[src/hdl/aho_corasick_first_match_core_defines.svh]
// ---------------------------------------------------------------------------
// Assertion macros for the first-match string scanner
// Shared property shapes, clocked on i_clk, off while i_rst_n is low.
// ---------------------------------------------------------------------------
`ifndef AHO_CORASICK_FIRST_MATCH_CORE_DEFINES_SVH
`define AHO_CORASICK_FIRST_MATCH_CORE_DEFINES_SVH

// same-cycle implication
`define ACFM_ASSERT_NOW(lbl, ante, cons, msg) \
    lbl: assert property (@(posedge i_clk) disable iff (!i_rst_n) (ante) |-> (cons)) \
        else $error(msg);

// next-cycle implication
`define ACFM_ASSERT_NEXT(lbl, ante, cons, msg) \
    lbl: assert property (@(posedge i_clk) disable iff (!i_rst_n) (ante) |=> (cons)) \
        else $error(msg);

`endif

[src/hdl/acfm_pkg.sv]
// ---------------------------------------------------------------------------
// acfm_pkg
// Shared codes and control/status types of the first-match scanner.
// ---------------------------------------------------------------------------
package acfm_pkg;

    localparam logic [1:0] ACT_PATTERN = 2'd0;
    localparam logic [1:0] ACT_BUILD   = 2'd1;
    localparam logic [1:0] ACT_TEXT    = 2'd2;

    localparam logic [2:0] ST_NO_MATCH  = 3'd0;
    localparam logic [2:0] ST_MATCH     = 3'd1;
    localparam logic [2:0] ST_STORED    = 3'd2;
    localparam logic [2:0] ST_FULL      = 3'd3;
    localparam logic [2:0] ST_BUILT     = 3'd4;
    localparam logic [2:0] ST_ORDER     = 3'd5;
    localparam logic [2:0] ST_SATURATED = 3'd6;

    typedef enum logic [4:0] {
        S_CLEAR, S_IDLE, S_P_RD, S_P_FIN,
        S_B_RRD, S_B_RCHK, S_B_POP, S_B_N, S_B_K, S_B_FK, S_B_FG,
        S_B_F, S_B_FA, S_B_ARD, S_B_ACHK,
        S_T_RD, S_T_ACC, S_EMIT
    } t_state;

    typedef enum logic [4:0] {
        OP_NONE, OP_CLR, OP_P_LOAD, OP_B_LOAD, OP_T_LOAD, OP_ERR,
        OP_P_RD, OP_P_FIN,
        OP_B_RRD, OP_B_RCHK, OP_B_POP, OP_B_N, OP_B_K, OP_B_FK, OP_B_FG,
        OP_B_F, OP_B_FA, OP_B_ARD, OP_B_ACHK, OP_B_DONE,
        OP_T_RD, OP_T_ACC, OP_EMIT
    } t_op;

    typedef struct packed {
        logic in_ready;
        t_op  op;
    } t_cmd;

    typedef struct packed {
        logic       clr_done;
        logic [1:0] act;
        logic       last;
        logic       built;
        logic       dropping;
        logic       cursor_zero;
        logic       b_ok;
        logic       sym_last;
        logic       head_lt_tail;
        logic       k_zero;
        logic       has_result;
        logic       out_free;
    } t_stat;

endpackage

[src/hdl/acfm_ctrl.sv]
// ---------------------------------------------------------------------------
// acfm_ctrl
// Sequencer: picks the datapath operation for each cycle.
// ---------------------------------------------------------------------------
module acfm_ctrl (
    input  logic             i_clk,
    input  logic             i_rst_n,
    input  logic             i_valid,
    input  acfm_pkg::t_stat  i_stat,
    output acfm_pkg::t_cmd   o_cmd
);
    import acfm_pkg::*;

    t_state r_state, n_state;

    always_ff @(posedge i_clk) begin
        if (!i_rst_n) begin
            r_state <= S_CLEAR;
        end else begin
            r_state <= n_state;
        end
    end

    always_comb begin
        n_state         = r_state;
        o_cmd.in_ready  = 1'b0;
        o_cmd.op        = OP_NONE;
        case (r_state)
            S_CLEAR: begin
                if (i_stat.clr_done) begin
                    n_state = S_IDLE;
                end else begin
                    o_cmd.op = OP_CLR;
                end
            end
            S_IDLE: begin
                o_cmd.in_ready = 1'b1;
                if (i_valid) begin
                    case (i_stat.act)
                        ACT_PATTERN: begin
                            if (i_stat.built) begin
                                o_cmd.op = OP_ERR;
                                n_state  = S_EMIT;
                            end else begin
                                o_cmd.op = OP_P_LOAD;
                                n_state  = (!i_stat.dropping && i_stat.b_ok) ? S_P_RD : S_P_FIN;
                            end
                        end
                        ACT_BUILD: begin
                            if (i_stat.built || !i_stat.cursor_zero || i_stat.dropping) begin
                                o_cmd.op = OP_ERR;
                                n_state  = S_EMIT;
                            end else begin
                                o_cmd.op = OP_B_LOAD;
                                n_state  = S_B_RRD;
                            end
                        end
                        ACT_TEXT: begin
                            if (!i_stat.built) begin
                                o_cmd.op = OP_ERR;
                                n_state  = S_EMIT;
                            end else begin
                                o_cmd.op = OP_T_LOAD;
                                n_state  = S_T_RD;
                            end
                        end
                        default: begin
                            o_cmd.op = OP_ERR;
                            n_state  = S_EMIT;
                        end
                    endcase
                end
            end
            S_P_RD: begin
                o_cmd.op = OP_P_RD;
                n_state  = S_P_FIN;
            end
            S_P_FIN: begin
                o_cmd.op = OP_P_FIN;
                n_state  = i_stat.has_result ? S_EMIT : S_IDLE;
            end
            S_B_RRD: begin
                o_cmd.op = OP_B_RRD;
                n_state  = S_B_RCHK;
            end
            S_B_RCHK: begin
                o_cmd.op = OP_B_RCHK;
                n_state  = i_stat.sym_last ? S_B_POP : S_B_RRD;
            end
            S_B_POP: begin
                if (i_stat.head_lt_tail) begin
                    o_cmd.op = OP_B_POP;
                    n_state  = S_B_N;
                end else begin
                    o_cmd.op = OP_B_DONE;
                    n_state  = S_EMIT;
                end
            end
            S_B_N: begin
                o_cmd.op = OP_B_N;
                n_state  = S_B_K;
            end
            S_B_K: begin
                o_cmd.op = OP_B_K;
                n_state  = i_stat.k_zero ? S_B_F : S_B_FK;
            end
            S_B_FK: begin
                o_cmd.op = OP_B_FK;
                n_state  = S_B_FG;
            end
            S_B_FG: begin
                o_cmd.op = OP_B_FG;
                n_state  = S_B_F;
            end
            S_B_F: begin
                o_cmd.op = OP_B_F;
                n_state  = S_B_FA;
            end
            S_B_FA: begin
                o_cmd.op = OP_B_FA;
                n_state  = S_B_ARD;
            end
            S_B_ARD: begin
                o_cmd.op = OP_B_ARD;
                n_state  = S_B_ACHK;
            end
            S_B_ACHK: begin
                o_cmd.op = OP_B_ACHK;
                n_state  = i_stat.sym_last ? S_B_POP : S_B_ARD;
            end
            S_T_RD: begin
                o_cmd.op = OP_T_RD;
                n_state  = S_T_ACC;
            end
            S_T_ACC: begin
                o_cmd.op = OP_T_ACC;
                n_state  = i_stat.has_result ? S_EMIT : S_IDLE;
            end
            S_EMIT: begin
                if (i_stat.out_free) begin
                    o_cmd.op = OP_EMIT;
                    n_state  = S_IDLE;
                end
            end
            default: begin
                n_state = S_IDLE;
            end
        endcase
    end

endmodule

[config.mk]
export PLATFORM = sky130hd
export DESIGN_NAME = acfm_ctrl
export DESIGN_NICKNAME = d
export VERILOG_FILES = /design/src/hdl/aho_corasick_first_match_core_defines.svh /design/src/hdl/acfm_pkg.sv /design/src/hdl/acfm_ctrl.sv
export SDC_FILE = /design/constraint.sdc
export NUM_CORES = 1
export LEC_CHECK = 0
export BUFFER_PORTS_ARGS = -buffer_cell sky130_fd_sc_hd__buf_2
export CAP_MARGIN = 20
export CELL_PAD_IN_SITES_DETAIL_PLACEMENT = 1
export CELL_PAD_IN_SITES_GLOBAL_PLACEMENT = 2
export CORE_ASPECT_RATIO = 1.75
export CORE_MARGIN = 5
export CORE_UTILIZATION = 26
export CTS_CLUSTER_SIZE = 10
export DETAILED_ROUTE_END_ITERATION = 16
export GPL_TIMING_DRIVEN = 0
export PLACE_DENSITY = 0.76
export SYNTH_ARGS = -nofsm -noshare
export SYNTH_HDL_FRONTEND = slang
export SYNTH_SLANG_ARGS = --single-unit
[constraint.sdc]
create_clock -name i_clk -period 1.5 [get_ports i_clk]
set_input_delay 0 -clock i_clk [delete_from_list [all_inputs] [get_ports i_clk]]
set_output_delay 0 -clock i_clk [all_outputs]
set_load 0.01 [all_outputs]
==> key figures <==
Synth
  • Yosys reg bits: 5
  • Avg Synthesized Cell Area: 6.812 um^2
  • Area contributors post-synth: dfxtp_1 (14%), a21oi_1 (6.1%), nand2_1 (5.6%)
  • Share of the synthesized area in the top cell type: 13.61%
  • Post-synth net total: 124
  • Post-synthesis sequential area ratio: 13.61%
  • Synth cell types: 44
  • FFs w/ async S/R, synth: 0%
  • Post-synth EDFFs: 0
  • Dominant cell type by area after synthesis: dfxtp_1
  • Ys Warns: 0
  • Post-synth top flop: dfxtp_1
  • Cell Area, Synth: 735.7 um^2
  • Syn Inst Count: 108
  • Commonest cells post-synth: nand2_1 (11), nor2_1 (11), a21oi_1 (9)

Outcome
  • Status: complete, but fails checks
  • Failing checks: negative setup slack

Clock tree
  • CTS buffer count: 3
  • Hold buffers post-CTS: 0
  • CTS tree: done
  • Later-pin clock latency in the skew report: 0.22 ns
  • # clock sinks: 5
  • Reg clk slew, reported paths: 0.04 ns
  • CTS root buffer: clkbuf_8
  • H-tree Lvls: 1
  • Clock Tree Buf Depth: 2

Drt
  • WL/cell: 18.26 um
  • Vias: 929
  • Routed Wire Length: 2977 um
  • Vias/cell: 5.699
  • Starting DRT DRC Count: 11
  • # DRC: 0
  • Antenna Nets Post-Route: 0
  • TritonRoute pass-1 iters: 4

STA
  • Achievable frequency: 613.9 MHz
  • PnR worst setup slack: -0.1289 ns
  • Headroom to the max-slew limit: 71.70%
  • Final period utilization: 108.6%
  • Final setup violating endpoints: 4
  • Slew Limit Fails: 0
  • Worst Skew: 0.005590 ns
  • RSZ-0062 raised after global routing: yes
  • Worst-Margin Slew: 0.4219 ns
  • Tmin final: 1.629 ns
  • Hold Vio Cnt, Final: 0

Finish
  • Fill cells: 354
  • Final design utilization: 40.37%
  • Largest regs: r_state (5)
  • Max reg flops: 5
  • Register name with the most flops: r_state
  • Area Overhead vs Synth: 49.32%
  • Share of post-route cells with drive strength above 1: 44.12%
  • Total Nets Final: 153
  • Ant. Diodes: 0

Place
  • Port bufs: 20
  • Dpl ws: -0.1776 ns
  • Gp weighted congestion: 0.8095
  • DP Wirelength: 2247 um

Critical path
  • CP Class: reg -> out
  • Delay-heaviest family, CP: simple AND/OR/NAND/NOR gates
  • Critical Path Fanout Max: 3
  • Worst setup path startpoint: r_state[3]
  • CP max stage cell: or3_4
  • Worst EP required: 1.50 ns
  • Worst path arrival time: 1.63 ns
  • Buffers & Inverters on Critical Path: 1
  • Worst r2r src: r_state[3]
  • CP startpoint kind: register
  • Critical path cell sequence: or3_4 > nor3b_4 > nand2_2 > o221ai_2 > buf_2
  • Critical path endpoint category: output pin
  • Delay of the slowest critical-path stage: 0.41 ns

Worst hold path
  • Hold Crit Start: i_rst_n
  • Min-Delay Path Class: in -> reg

Pwr
  • Total power: 609.1 uW
  • Clk network pwr share: 40.9%
  • NetSw: 181.5 uW
  • Int Power: 427.7 uW
  • Maximum VDD drop: 0.7837 mV
  • Switching share of power: 29.79%
  • Leak: 0.0004227 uW
  • Reg power frac: 23.6%
  • P per Cell Area: 554.5 nW/um^2
  • Combinational Power Share: 35.5%

Floorplan
  • Die Span Y: 80.37 um
  • Placement Rows: 25
  • Initial core utilization: 27.03%
  • Die footprint: 4035 um^2
  • Core Area: 2721 um^2
  • Top Ports: 22
  • Die Width: 50.21 um

Global route
  • Number of global-route vias before repair: 966
  • Total GRT Usage: 15.17%
  • Pin count of the biggest net entering global routing: 11
  • Total grt overflow: 0
  • Global-route wire length before repair: 4754 um
  • Antenna violations before repair: 0

Run
  • Maxcap violations: 0
## timing repair
item,in CTS,in global routing
gates resized for setup,20,25
setup endpoints to repair,11,10
setup buffers,3,3
pin swaps,10,7
## power by group through the flow
| stage | Combinational, uW | Sequential [uW] | Clock [uW] |
|---|---|---|---|
| global route | 232 | 145 | 276 |
| floorplan | 98.4 | 143 | 0 |
| detailed placement | 160 | 144 | 0 |
| CTS | 194 | 144 | 257 |
| finish | 216 | 144 | 249 |
| global placement | 158 | 144 | 0 |
## stage by stage
stage	setup TNS, ns	instances	hold WS, ns	area [um^2]
3_3_place_gp	-0.6900	155	0.3220	869.6
2_1_floorplan	0	108	0.1205	735.7
4_1_cts	-0.6387	162	0.08452	1017
6_report	-0.3076	163	0.08286	1099
5_1_grt	-0.6579	163	0.08807	1099
3_5_place_dp	-0.7347	155	0.3339	869.6
## layout by cell type (no fill, tap or decap), drive strengths merged, types with 2 or more instances in the layout
cell,count
and3b,2
nand2,12
a32oi,2
clkbuf,7
o21ai,6
o22ai,2
nand2b,6
o21bai,2
o32ai,2
a21oi,9
or3,2
a41oi,2
nor2,11
buf,32
dfxtp,5
nor3,4
a211oi,2
nor4b,2
nor2b,4
nand3,2
## final cells by class
cell class	count	area, um^2	share of cell area, %
multi-input cells	91	664.4	60.48
repair buffers	25	143.9	13.10
flip-flops and latches	5	105.1	9.567
plain buffers	10	102.6	9.339
clock buffers	4	45.04	4.100
well taps	27	33.78	3.075
inverters	1	3.754	0.3417
## metal layers
layer | global-route usage (%) | share of wire (%) | up-vias
li1 | - | - | 462
met1 | 16.72 | 39 | 448
met2 | 28.34 | 57 | 19
met3 | 3.525 | 4.5 | 0
met4 | 3.150 | 0 | 0
met5 | 0 | 0 | -
## worst paths after layout
path | cells after the start | end | slack, ns
setup / recovery | 5 | o_cmd[0] | -0.13
hold / removal | 3 | r_state[0] | 0.08
setup reg to reg | 6 | r_state[4] | -0.01
hold reg to reg | 2 | r_state[3] | 0.66
## tightest hold or removal path, delay by kind of cell
kind | cells | cell delay (ns)
buffers and inverters | 1 | 0.14
and+or+nand+nor | 1 | 0.06
AOI/OAI and AO/OA | 1 | 0.05
## cell families (layout without fill, tap and decap cells)
logic type	count (synthesis)	count (layout)	synth area share (%)
compound gates	39	39	37.59
xor+xnor	1	1	1.191
buf+inv	12	40	8.502
flops	5	5	13.61
simple gates	49	49	36.23
mux	2	2	2.891
No activity file was read; power rests on OpenSTA's default activity.
